--- src/ped_pkg.sv ---
// Shared types and constants for the palette error-diffusion ditherer.
`default_nettype none
package ped_pkg;
    localparam int MAX_WIDTH_DEF = 1024;
    localparam int PAL_DEPTH_DEF = 256;
    localparam int CH_W          = 8;
    localparam int ERR_W         = 13;
    localparam int DIST_W        = 20;
    localparam int CFG_W         = 20;
    localparam int CFG_IDX_W     = 2;

    // configuration register indexes
    typedef enum logic [CFG_IDX_W-1:0] {
        CFG_WIDTH   = 2'd0,
        CFG_HEIGHT  = 2'd1,
        CFG_ENTRIES = 2'd2,
        CFG_THRESH  = 2'd3
    } t_cfg_idx;

    // input action codes
    localparam logic ACT_PAL_WR = 1'b0;
    localparam logic ACT_PIXEL  = 1'b1;

    typedef struct packed {
        logic        action;
        logic [7:0]  entry_index;
        logic [7:0]  blue;
        logic [7:0]  green;
        logic [7:0]  red;
        logic [7:0]  alpha;
    } t_in;

    typedef struct packed {
        logic [7:0]  palette_index;
        logic        frame_end;
    } t_out;

    // controller to datapath
    typedef struct packed {
        logic pal_wr;
        logic pix_ld;
        logic err_rd;
        logic p1_clr;
        logic p2_clr;
        logic iss_vld;
        logic iss_pass;
        logic cur_ld;
        logic upd;
        logic wr_last;
        logic res_ld;
    } t_cmd;

    // datapath to controller
    typedef struct packed {
        logic pipe_busy;
        logic found;
        logic last_col;
    } t_stat;
endpackage
`default_nettype wire

--- src/ped_ctrl.sv ---
// Sequencing state machine for one pixel's search and error update.
`default_nettype none
module ped_ctrl import ped_pkg::*; #(
    parameter int PALETTE_DEPTH = PAL_DEPTH_DEF,
    localparam int PW = (PALETTE_DEPTH > 1) ? $clog2(PALETTE_DEPTH) : 1
) (
    input  wire logic          i_clk,
    input  wire logic          i_rst_n,
    input  wire logic          i_in_valid,
    input  wire logic          i_action,
    output logic               o_in_ready,
    input  wire logic [8:0]    i_entries,
    input  wire logic          i_out_free,
    input  wire t_stat         i_stat,
    output t_cmd               o_cmd,
    output logic [PW-1:0]      o_iss_idx
);
    typedef enum logic [9:0] {
        S_IDLE = 10'b0000000001,
        S_ERRD = 10'b0000000010,
        S_P1   = 10'b0000000100,
        S_P1W  = 10'b0000001000,
        S_CUR  = 10'b0000010000,
        S_P2   = 10'b0000100000,
        S_P2W  = 10'b0001000000,
        S_UPD  = 10'b0010000000,
        S_WRL  = 10'b0100000000,
        S_DONE = 10'b1000000000
    } t_state;

    t_state         r_state, n_state;
    logic [PW:0]    r_cnt, n_cnt;
    logic [PW:0]    w_n_eff;
    logic           w_last_iss;
    logic           w_accept;

    // effective number of entries searched
    always_comb begin
        if (i_entries == 9'd0) begin
            w_n_eff = (PW+1)'(1);
        end else if (10'(i_entries) > 10'(PALETTE_DEPTH)) begin
            w_n_eff = (PW+1)'(PALETTE_DEPTH);
        end else begin
            w_n_eff = (PW+1)'(i_entries);
        end
    end

    assign w_last_iss = (r_cnt + (PW+1)'(1)) >= w_n_eff;
    assign o_in_ready = (r_state == S_IDLE);
    assign w_accept   = o_in_ready && i_in_valid;
    assign o_iss_idx  = r_cnt[PW-1:0];

    // next state and commands
    always_comb begin
        n_state = r_state;
        n_cnt   = r_cnt;
        o_cmd   = '0;
        case (r_state)
            S_IDLE: begin
                if (w_accept) begin
                    if (i_action == ACT_PAL_WR) begin
                        o_cmd.pal_wr = 1'b1;
                    end else begin
                        o_cmd.pix_ld = 1'b1;
                        n_state = S_ERRD;
                    end
                end
            end
            S_ERRD: begin
                o_cmd.err_rd = 1'b1;
                o_cmd.p1_clr = 1'b1;
                n_cnt = '0;
                n_state = S_P1;
            end
            S_P1: begin
                if (i_stat.found) begin
                    n_state = S_P1W;
                end else begin
                    o_cmd.iss_vld = 1'b1;
                    n_cnt = r_cnt + (PW+1)'(1);
                    if (w_last_iss) n_state = S_P1W;
                end
            end
            S_P1W: begin
                if (!i_stat.pipe_busy) begin
                    n_state = i_stat.found ? S_UPD : S_CUR;
                end
            end
            S_CUR: begin
                o_cmd.cur_ld = 1'b1;
                o_cmd.p2_clr = 1'b1;
                n_cnt = '0;
                n_state = S_P2;
            end
            S_P2: begin
                o_cmd.iss_vld  = 1'b1;
                o_cmd.iss_pass = 1'b1;
                n_cnt = r_cnt + (PW+1)'(1);
                if (w_last_iss) n_state = S_P2W;
            end
            S_P2W: begin
                if (!i_stat.pipe_busy) n_state = S_UPD;
            end
            S_UPD: begin
                o_cmd.upd = 1'b1;
                n_state = i_stat.last_col ? S_WRL : S_DONE;
            end
            S_WRL: begin
                o_cmd.wr_last = 1'b1;
                n_state = S_DONE;
            end
            S_DONE: begin
                if (i_out_free) begin
                    o_cmd.res_ld = 1'b1;
                    n_state = S_IDLE;
                end
            end
            default: begin
                n_state = S_IDLE;
            end
        endcase
    end

    always_ff @(posedge i_clk) begin
        if (!i_rst_n) begin
            r_state <= S_IDLE;
            r_cnt   <= '0;
        end else begin
            r_state <= n_state;
            r_cnt   <= n_cnt;
        end
    end

    // result only loads into a free output register
    a_res_free: assert property (@(posedge i_clk) disable iff (!i_rst_n)
        o_cmd.res_ld |-> i_out_free)
        else $error("result loaded while output register full");
    // error update only after the search pipeline has drained
    a_upd_drained: assert property (@(posedge i_clk) disable iff (!i_rst_n)
        o_cmd.upd |-> !i_stat.pipe_busy)
        else $error("update while search pipeline busy");
    // the row-end write directly follows the update
    a_wrl_after_upd: assert property (@(posedge i_clk) disable iff (!i_rst_n)
        o_cmd.wr_last |-> $past(o_cmd.upd))
        else $error("row-end write without update");
endmodule
`default_nettype wire

--- config.mk ---
export PLATFORM = sky130hd
export DESIGN_NAME = ped_ctrl
export DESIGN_NICKNAME = d
export VERILOG_FILES = /design/src/ped_pkg.sv /design/src/ped_ctrl.sv
export SDC_FILE = /design/constraint.sdc
export NUM_CORES = 1
export LEC_CHECK = 0
export ABC_CLOCK_PERIOD_IN_PS = 3200
export BUFFER_PORTS_ARGS = -buffer_cell sky130_fd_sc_hd__buf_2
export CAP_MARGIN = 30
export CELL_PAD_IN_SITES_DETAIL_PLACEMENT = 2
export CELL_PAD_IN_SITES_GLOBAL_PLACEMENT = 2
export CORE_ASPECT_RATIO = 0.5
export CORE_MARGIN = 2
export CORE_UTILIZATION = 31
export DETAILED_ROUTE_END_ITERATION = 7
export PLACE_DENSITY_LB_ADDON = 0.1
export SLEW_MARGIN = 5
export SYNTH_ARGS = -nofsm -noshare
export SYNTH_HDL_FRONTEND = slang
export SYNTH_SLANG_ARGS = --single-unit
--- constraint.sdc ---
create_clock -name i_clk -period 3.2 [get_ports i_clk]
set_input_delay 0.16 -clock i_clk [delete_from_list [all_inputs] [get_ports i_clk]]
set_output_delay 0.16 -clock i_clk [all_outputs]
set_load 0.02 [all_outputs]
Yosys cells after proc, flatten, opt, wreduce, memory -nomap -nowiden
Cells that the tools add are included.
{"block": "totals", "register_bits": 19, "input_bits": 17, "output_inout_bits": 20}
{"block": "op_classes", "n_addsub": 1, "order_cmp": 2, "eq_ne": 18, "muxes": 28, "reduce_logical": 6}
{"operator": "case mux 10 bit (10 select lines)", "n": 1}
{"operator": "2-to-1 mux 10 bit", "n": 9}
{"operator": "2-to-1 mux 9 bit", "n": 3}
{"operator": "case mux 9 bit (3 select lines)", "n": 1}
{"operator": "!= test 2 bit (second input constant)", "n": 6}
{"operator": "equality test 10 x 1 -> 1 bit (second input constant)", "n": 1}
{"operator": "equality test 10 bit (second input constant)", "n": 1}
{"operator": "equality test 10 x 2 -> 1 bit (second input constant)", "n": 1}
{"operator": "equality test 10 x 3 -> 1 bit (second input constant)", "n": 1}
{"operator": "equality test 10 x 4 -> 1 bit (second input constant)", "n": 1}
{"operator": "equality test 10 x 5 -> 1 bit (second input constant)", "n": 1}
{"operator": "equality test 10 x 6 -> 1 bit (second input constant)", "n": 1}
{"operator": "equality test 10 x 7 -> 1 bit (second input constant)", "n": 1}
{"operator": "equality test 10 x 8 -> 1 bit (second input constant)", "n": 1}
{"operator": "equality test 10 x 9 -> 1 bit (second input constant)", "n": 1}
{"operator": "adder 9 x 1 -> 9 bit (second input constant)", "n": 1}
{"operator": ">= comparator 9 bit", "n": 1}
{"operator": "greater-than comparator 9 bit (second input constant)", "n": 1}
{"operator": "logical NOT 9 bit", "n": 1}
{"operator": "2-to-1 mux 1 bit", "n": 9}
{"operator": "2-to-1 mux 8 bit", "n": 1}
{"operator": "AND reduction 7 bit", "n": 1}
{"operator": "2-to-1 mux 2 bit", "n": 3}
{"operator": "!= test 3 bit (second input constant)", "n": 1}
{"operator": "other kinds (6)", "n": 6}

Logic depth before layout (Yosys ltp)
Gate-level depths: netlist of the first run.
{"block": "depth", "depth_word": 7, "depth_mapped": 11, "ltp_nobuf": 11}

Worst setup path before layout of the first run
No wires, ideal clock.
{"block": "synth_timing", "path_kind": "register to register", "from": "reg r_cnt[0]", "to": "reg r_state[0]", "arrival_time_ps": 2588, "slack_ps": 490, "stages_incl_launch_ff": 12, "n_path_buf": 0, "period_less_slack_ps": 2710, "path_cell_list": "dfxtp_1 ha_1 nand3_1 nor2_1 nand3_1 xnor2_1 ha_1 and4_1 a211oi_1 o2111a_1 nor2_1 a221o_1"}
{"block": "synth_via", "elab_chain_len": 4, "word_cells_on_any_way": 5}
{"item": "start, declared", "line": "ped_ctrl.sv:32", "source": "logic [PW:0] r_cnt, n_cnt;"}
{"item": "start signal, assigned", "line": "ped_ctrl.sv:130", "source": "r_cnt <= n_cnt;"}
{"item": "adder 9 x 1 -> 9 bit (*)", "line": "ped_ctrl.sv:48", "source": "assign w_last_iss = (r_cnt + (PW+1)'(1)) >= w_n_eff;"}
{"item": ">= comparator 9 bit (*)", "line": "ped_ctrl.sv:48"}
{"item": "!= test 3 bit (no line) or != test 2 bit (tied branches)"}
{"item": "AND reduction 7 bit (no line) (*)"}
{"item": "end signal, assigned", "line": "ped_ctrl.sv:129", "source": "r_state <= n_state;"}
{"item": "end, declared", "line": "ped_ctrl.sv:31", "source": "t_state r_state, n_state;"}
Every way passes the cells marked *; elsewhere a longest branch is shown, timed or not.
A chain may end at the register's enable or synchronous reset.

Worst setup path after layout of the first run
Ends and elaborated chain as after synthesis.

==> impl.org, run 1 <==
** Clocking
- Setup bufs post-CTS :: 0
- No sink is reached through more buffers than the 2 on the longest clock path.
- Clock tree root driver cell :: clkbuf_8
- TritonCTS built the clock tree.
- CTS built an H-tree with a depth of 1.
- After clock tree synthesis, the clock-pin slew on the worst setup and hold paths is approximately 0.080 ns.
- CTS saw 19 sinks.
- Latest clock arrival within the worst-skew pair :: 0.26 ns
- TritonCTS Buffers :: 3

** STA
- Maximum frequency from static timing analysis :: between 300 and 400 MHz
- Measured against its own limit, the worst slew margin works out to 0.466.
- Setup clock skew after layout :: roughly 0.0066 ns
- The smallest clock period supported by the final layout is computed as 2.92 ns.
- Setup TNS :: 0 ns
- The hold violation total from the final report came to 0.
- Setup violations remaining at the end of the flow were counted as 0.
- Post-route worst setup slack :: 0.283 ns
- Max-slew violation count :: 0
- At the pin with the least slew margin, the transition time is 0.791 ns.
- Setup repair after global routing left no endpoint under its margin.
- Dividing the final minimum period by the clock period gives 0.912.

** Cells and area
- The top cell types in the final layout, fill and taps aside, are 36 x buf_2, 19 x dfxtp_1, 18 x nand2_1.
- In the final layout, flip-flops and latches occupy 380 um2.
- Relative to the synthesized area, the layout overhead comes to 14.0%.
- Footprint of the multi-input gates :: between 0.001 and 0.0015 mm2
- At the end of the flow the core is filled with cells to 0.369.
- Count of fill cells added during filler insertion :: 588
- Final Non-Filler Cells :: 292
- Of the cells placed in the final design, the portion with a size suffix greater than 1 is 0.221.
- Most common cell after layout, fill and taps aside :: buf_2
- The repair_antennas step left the layout with diodes totalling 0.
- Nets :: 250

** Routing
- Summing over every cut layer, the via total after detailed routing is around 1600.
- In this run the remaining antenna-violating nets after routing total 0.
- Metal2 WL :: between 2 and 2.5 mm
- Detailed route wirelength on metal3 :: 206 um
- Routed signal wires occupy layers up through met4.
- Total Routed Length :: 5.04 mm
- Via-per-instance ratio :: 5.54
- For this run, design rule violations remaining after detail routing come to 0.
- For this run, the detailed router's first-pass iteration total came to 4.
- In this run, the number of DRC markers left after iteration 0 of detailed routing was slightly above 60.
- In the final routed layout, each cell accounts on average for around 17 um.
- Metal-1 WL :: 2.57 mm

** Yosys
- Post-synthesis net count :: roughly 230
- In this run, synthesis produced a sequential element count of 19.
- For this run, the leading register cell type out of synthesis is dfxtp_1.
- For this run, the register share of the synthesized area comes to 0.238.
- Share of async-settable or async-resettable flops after synthesis :: 0
- Post-synth EDFFs :: 0
- Synthesized area per cell :: 7.98 um2
- Warning count from the yosys run :: 0
- Total standard cell area after synthesis :: 0.00160 mm2
- The number of different library cells used by synthesis comes to 56.
- Synthesis produced 200 cells.

** Floorplan
- In this run the count of I/O pins placed on the die edge is 37.
- Width of the die :: 105 um
- Die Area :: 0.00578 mm2
- Cell row count :: 18
- Y dimension of the die :: 54.7 um
- The core region is 0.00493 mm2.
- Initial core utilization :: 0.324

** Placed design
- Input and output buffers added on the ports amount to 36.
- In this run, placement finished with an instance count of 288.
- The congestion estimate from routability-driven global placement came to 0.749.
- Detailed placement finished with a half-perimeter wire length of 3.96 mm.
- Worst-case setup slack after placement :: 0.277 ns

** Setup path
- Critical path's slowest cell :: dfxtp_1
- For this run, the slowest stage of the critical path takes 0.42 ns.
- At the worst endpoint, the arrival time is 3.07 ns.
- Launching point of the worst reg2reg path :: r_cnt[0]
- Top cell family by delay on the critical path :: compound AO/OA/AOI/OAI gates
- STA classifies the critical path endpoint as a flop.
- Worst setup path startpoint :: r_cnt[0]
- Data on the critical path is required at its endpoint by approximately 3.4 ns.
- Of all nets on the critical path, the largest fanout is 6.
- The number of buffers and inverters on the critical path is 0.
- Series of cell instances along the critical path :: ha_1, nand3_1, nor2_1, nand3_1, xnor2_1, ha_1, and4_1, a211oi_2, o2111a_1, nor2_1, a221o_1
- STA classifies the critical path startpoint as a flop.
- The critical path is of the flop to flop type.

** Min path
- In this run the worst hold path is classified as primary input to flop.
- The startpoint identified for the worst hold timing path is i_stat[0].

** Global route
- Summed over all layers, the global routing overflow is 0.
- The initial antenna violation count came to 0.
- Across every metal layer, demand over resource in global routing totals 0.188.
- The number of global-route vias before repair came to about 1600.
- The first global-routing pass estimated 8.37 mm of wire.
- Maximum number of pins on one net before global-route repair :: 18

** Pwr
- Summed over all cells, the static leakage comes to 0.795 nW.
- For this design the ratio of total power to cell area is 408 mW/mm2.
- Worst vdd ir :: 149 uV

** Job
- Across the run, the number of max-cap violations was 0.

** Status
- The run finished with clean final reports.
[cell type report]
| cell class | instances | share of cell area |
|---|---|---|
| timing repair buffer | 38 | 0.107 |
| tap | 70 | 0.0481 |
| multi-input combinational | 157 | 0.602 |
| inverter | 4 | 0.00825 |
| sequential | 19 | 0.209 |
| clock buffer | 3 | 0.0227 |
| clock inverter | 1 | 0.00275 |
[power by group]
part           switching, W  leakage (nW)  total (W)  internal (W)
sequential        0.0000371         0.154   0.000286      0.000249
combinational      0.000176         0.616   0.000282      0.000106
clock             0.0000885        0.0255   0.000175     0.0000868
total              0.000302         0.795   0.000743      0.000441
[flip-flops by register name (all words and copies together), names as in the netlist]
signal and cells:
r_cnt 9, r_state 10
[through the flow]
stage / power, W / hold slack (ns) / area (um2)
after CTS: 0.000755 / 0.133 / 1810
after floorplan: 0.000484 / 0.306 / 1600
after detailed placement: 0.000571 / 0.407 / 1760
after global routing: 0.000797 / 0.146 / 1820
after global placement: 0.000565 / 0.401 / 1760
final: 0.000743 / 0.138 / 1820
[path summary, 6_finish.rpt]
check,cells after the start,end,slack (ns)
worst max-delay path,11,r_state[0],0.28
worst min-delay path,2,r_state[8],0.14
worst max register to register,11,r_state[0],0.28
worst min register to register,2,r_cnt[1],0.49
[cell usage after synthesis (2+ instances only)]
library cell	count	area (um2)
o21a_1	2	15.0
nor4_1	6	37.5
xnor2_1	4	35.0
nand4b_1	3	26.3
clkbuf_1	6	22.5
buf_2	3	15.0
ha_1	10	125
and3_1	7	43.8
buf_4	10	75.1
nand2b_1	4	25.0
dfxtp_1	19	380
nor3b_1	2	15.0
nand2_1	18	67.6
nor2_1	9	33.8
o211ai_1	2	15.0
nor4b_1	2	17.5
o22ai_1	2	12.5
or3_1	5	31.3
nor2b_1	5	31.3
a21oi_1	14	70.1
or4_1	2	15.0
inv_1	2	7.51
a41o_1	2	20.0
o21ai_0	10	50.1
xor2_1	5	43.8
nor4bb_1	2	20.0
nand3_1	10	50.1
nor3_1	5	25.0
a21o_1	2	15.0
[logic make-up after synthesis]
logic type / synth area share
AND/OR/NAND/NOR: 0.321
XOR/XNOR: 0.0494
buffers and inverters: 0.0823
adder cells (fa/ha/maj): 0.0784
AO/OA/AOI/OAI: 0.224
flip-flops: 0.238
multiplexers: 0.00627
[worst register-to-register path: cells and delay by family, from the launching register on]
kind / cells / cell delay, ns
AO/OA/AOI/OAI: 3 / 0.83
AND/OR/NAND/NOR: 5 / 0.82
adder cells (fa/ha/maj): 2 / 0.54
flip-flops: 1 / 0.42
XOR/XNOR: 1 / 0.21
[per-layer routing]
| layer | GRT usage | vias to the layer above |
|---|---|---|
| met4 | 0.0329 | 0 |
| li1 | - | 788 |
| met5 | 0 | - |
| met3 | 0.0393 | 4 |
| met2 | 0.335 | 33 |
| met1 | 0.243 | 792 |
[repair_timing]
item / in CTS / in global routing
endpoints found under the setup margin: 0 / 2
gates resized for setup: 0 / 2
hold buffers: 0 / 0
No activity file was read; power rests on OpenSTA's default activity.
==> run 2: changes to the inputs <==
- ABC_CLOCK_PERIOD_IN_PS: 3200 -> 2590
- BUFFER_PORTS_ARGS: -buffer_cell sky130_fd_sc_hd__buf_2 -> not set
- CORE_MARGIN: 2 -> not set
- DONT_BUFFER_PORTS: not set -> 1
- clock period: 3.2 -> 2.59 ns (I/O delays scaled with it)
==> run 2 against run 1 <==
  * Global-route usage up 3.6 points
  * Sequential share of layout area down 0.54 points
  * Register-to-register slack worse by 0.20 ns
  * Worst setup slack worse by 0.20 ns
  * Hold slack worse by 0.14 ns
  * Cell count down 3.1%
  * Core utilization up 2.2 points
  * Critical endpoint unchanged
  * Die area down 5.5%
  * Power up 27%
  * Clock power up 29%
  * Critical path type unchanged
  * Via count up 0.37%
  * Cell area up 6.0%
==> impl.org, run 2 (synthesis results as in run 1) <==
** Status
- Result of the run :: completed (unchanged)

** Global route
- GR Layer Usage met2 :: 0.397 (was 0.335)
- The maximum number of pins on one net before global-route repair was 13 (was 18).
- Antenna violations before repair :: 0 (unchanged)
- The total global-route track usage came to 0.223 (was 0.188).
- Vias in the first global route :: 1745 (was 1580)
- The met3 routing resource usage after global routing was 0.0467 (was 0.0393).
- The final global-route overflow total is 0 (unchanged).
- Met1 routing resource usage after global routing :: 0.275 (was 0.243)
- GR peak layer :: met2 (unchanged)
- First-pass GRT wire length :: 8.89 mm (was 8.37 mm)

** Routing
- Wire per inst :: 20.2 um (was 17.3 um)
- Total Routed Length :: 5.71 mm (was 5.04 mm)
- Detail Route Antenna Nets :: 0 (unchanged)
- The count of routing violations after the opening detailed-route iteration came to 40 (was 61).
- Number of iterations in the first detailed-routing pass :: 4 (unchanged)
- The overall via count from detail_route came to 1623 (was 1617).
- The number of remaining DRC errors was 0 (unchanged).
- The average vias per placed instance came to 5.73 (was 5.54).

** STA
- Maximum frequency from static timing analysis :: 399 MHz (was 343 MHz)
- The transition time at the pin with the least slew margin is 0.724 ns (was 0.791 ns).
- Finish-stage setup viols :: 0 (unchanged)
- The share of the clock period used by the worst path after layout is 0.967 (was 0.912).
- Max transition margin :: 0.511 (was 0.466)
- The final-layout worst hold slack is 0.00249 ns (was 0.138 ns).
- The worst-case clock skew came to 0.00829 ns (was 0.00660 ns).
- The hold violation total from the final report came to 0 (unchanged).
- Clock period minus final worst setup slack :: 2.51 ns (was 2.92 ns)
- The number of max-slew violations in the final report was 0 (unchanged).
- Unrepaired setup endpoints after global routing :: yes (was no)
- Setup TNS :: 0 ns (unchanged)

** Floorplan
- The die extent in x was 103 um (was 105 um).
- The initial cell density of the core came to 0.324 (unchanged).
- The area of the die was 0.00546 mm2 (was 0.00578 mm2).
- The number of placed I/O pins was 37 (unchanged).
- Cell row count :: 18 (unchanged)
- The placeable core area came to 0.00493 mm2 (unchanged).
- The die height was 52.7 um (was 54.7 um).

** Setup path
- Worst Path Required :: 2.75 ns (was 3.35 ns)
- The dominant delay contributor by cell family on the critical path is compound AO/OA/AOI/OAI gates (unchanged).
- The data arrival time at the worst-slack endpoint came to 2.66 ns (was 3.07 ns).
- The total buffers and inverters traversed by the critical path is 0 (unchanged).
- Crit start category :: flop (unchanged)
- Series of cell instances along the critical path :: ha_4, nand3_4, nor2_4, nand3_2, xnor2_2, ha_1, and4_4, a211oi_4, o2111a_1, nor2_2, a221o_1 (was ha_1, nand3_1, nor2_1, nand3_1, xnor2_1, ha_1, and4_1, a211oi_2, o2111a_1, nor2_1, a221o_1)
- The critical path endpoint category was a flop (unchanged).
- Critical path's slowest cell :: dfxtp_4 (was dfxtp_1)
- The worst stage delay on the critical path is 0.38 ns (was 0.42 ns).
- The largest fanout of any net on the critical path came to 4 (was 6).
- The worst setup path category is flop to flop (unchanged).

** Cells and area
- The ratio of cells with drive above 1 in the final layout was 0.244 (was 0.221).
- The relative area change from synthesis to final layout is 20.9% (was 14.0%).
- Most common cell after layout, fill and taps aside :: buf_4 (was buf_2)
- Most used cells in the layout excluding fill and tap cells :: 27 x buf_4, 18 x nand2_1, 15 x dfxtp_1 (was 36 x buf_2, 19 x dfxtp_1, 18 x nand2_1)
- The register ranked first by flip-flop count was r_state (unchanged).
- Flip-flop count of the largest register after layout :: 10 (unchanged)
- The number of inserted diodes is 0 (unchanged).
- The final non-filler cell total was 283 (was 292).
- Nets :: 241 (was 250)
- Registers with the most flip-flops :: r_state x10, r_cnt x9 (unchanged)

** Pwr
- The total leakage power was 0.783 nW (was 0.795 nW).
- Worst vdd ir :: 200 uV (was 149 uV)
- The power density normalized to cell area is 489 mW/mm2 (was 408 mW/mm2).

** Clocking
- H-tree Lvls :: 1 (unchanged)
- Clk sink count :: 19 (unchanged)
- Latest clock arrival within the worst-skew pair :: 0.27 ns (was 0.26 ns)
- The cell chosen for the clock root is clkbuf_8 (unchanged).
- Post-CTS clock slew at the launch and capture registers of the worst setup and hold paths :: 0.08 ns (about the same)
- The buffer levels on the longest clock path came to 2 (unchanged).
- The clock tree from TritonCTS is done (unchanged).
- The number of CTS-inserted buffers is 3 (unchanged).

** Placed design
- Detailed placement HPWL :: 4.26 mm (was 3.96 mm)
- The total of buffers placed on input and output ports is 0 (was 36).
- Number of placed instances, taps included :: 275 (was 288)
- The weighted congestion at the end of routability-driven global placement was 0.816 (was 0.749).

** Min path
- Type of the worst min-delay path :: primary input to flop (unchanged)

** Job
- The number of maximum-capacitance violations came to 0 (unchanged).
[run 2: cell count changes in the layout (fill, tap and decap cells not counted), moves of 3 or more]
| cell | change |
|---|---|
| buf_4 | +25 |
| buf_2 | -36 |
| dfxtp_4 | +3 |
| dfxtp_1 | -4 |
| nor2_1 | -3 |
| nand3_1 | -3 |
[run 2: path summary, 6_finish.rpt]
kind	start	to	slack (ns)	cells past startpoint
max	r_cnt[0]	r_state[0]	0.08	11
min	i_rst_n	r_cnt[3]	0.002	2
max reg2reg	r_cnt[0]	r_state[0]	0.08	11
min reg2reg	r_cnt[2]	r_cnt[2]	0.54	2
[run 2: per-stage QoR]
| stage | area, um2 | worst slack [ns] | utilization | total power [W] |
|---|---|---|---|---|
| final | 1930 | 0.0845 | 0.391 | 0.000944 |
| after global routing | 1930 | -0.0286 | 0.391 | 0.00100 |
| after CTS | 1830 | 0.000802 | 0.371 | 0.000940 |
| after detailed placement | 1770 | -0.0278 | 0.358 | 0.000706 |
| after global placement | 1770 | 0.0954 | 0.358 | 0.000700 |
| after floorplan | 1610 | 0.0156 | - | 0.000599 |
[run 2: layer usage]
layer,vias up,share of wire
met5,-,0
met4,0,0.0070
met3,4,0.043
met2,35,0.48
met1,818,0.47
li1,766,-
[run 2: layout make-up]
class                      instances  area, um2
clock buffer                       4       45.0
fill                             570       3000
inverter                           4       15.0
multi-input combinational        157       1170
sequential                        19        393
tap                               70       87.6
timing repair buffer              29        224
[run 2: worst reg2reg max path: stages, from the launching register on]
cell and delay, ns:
dfxtp_4 0.38, ha_4 0.15, nand3_4 0.08, nor2_4 0.13, nand3_2 0.10, xnor2_2 0.18, ha_1 0.32, and4_4 0.17
a211oi_4 0.26, o2111a_1 0.28, nor2_2 0.06, a221o_1 0.28
[run 2: timing repair]
action,CTS,global route
pin swaps,0,11
setup buffers,0,3
resized for setup,2,20
hold buffers,1,0
setup endpoints to repair,5,8
hold endpoints to repair,3,0
[run 2: where the power goes]
part	switching [W]	internal (W)	total, W
logic	0.000233	0.000154	0.000387
registers	0.0000264	0.000306	0.000332
clock network	0.000115	0.000110	0.000225
total	0.000374	0.000570	0.000944
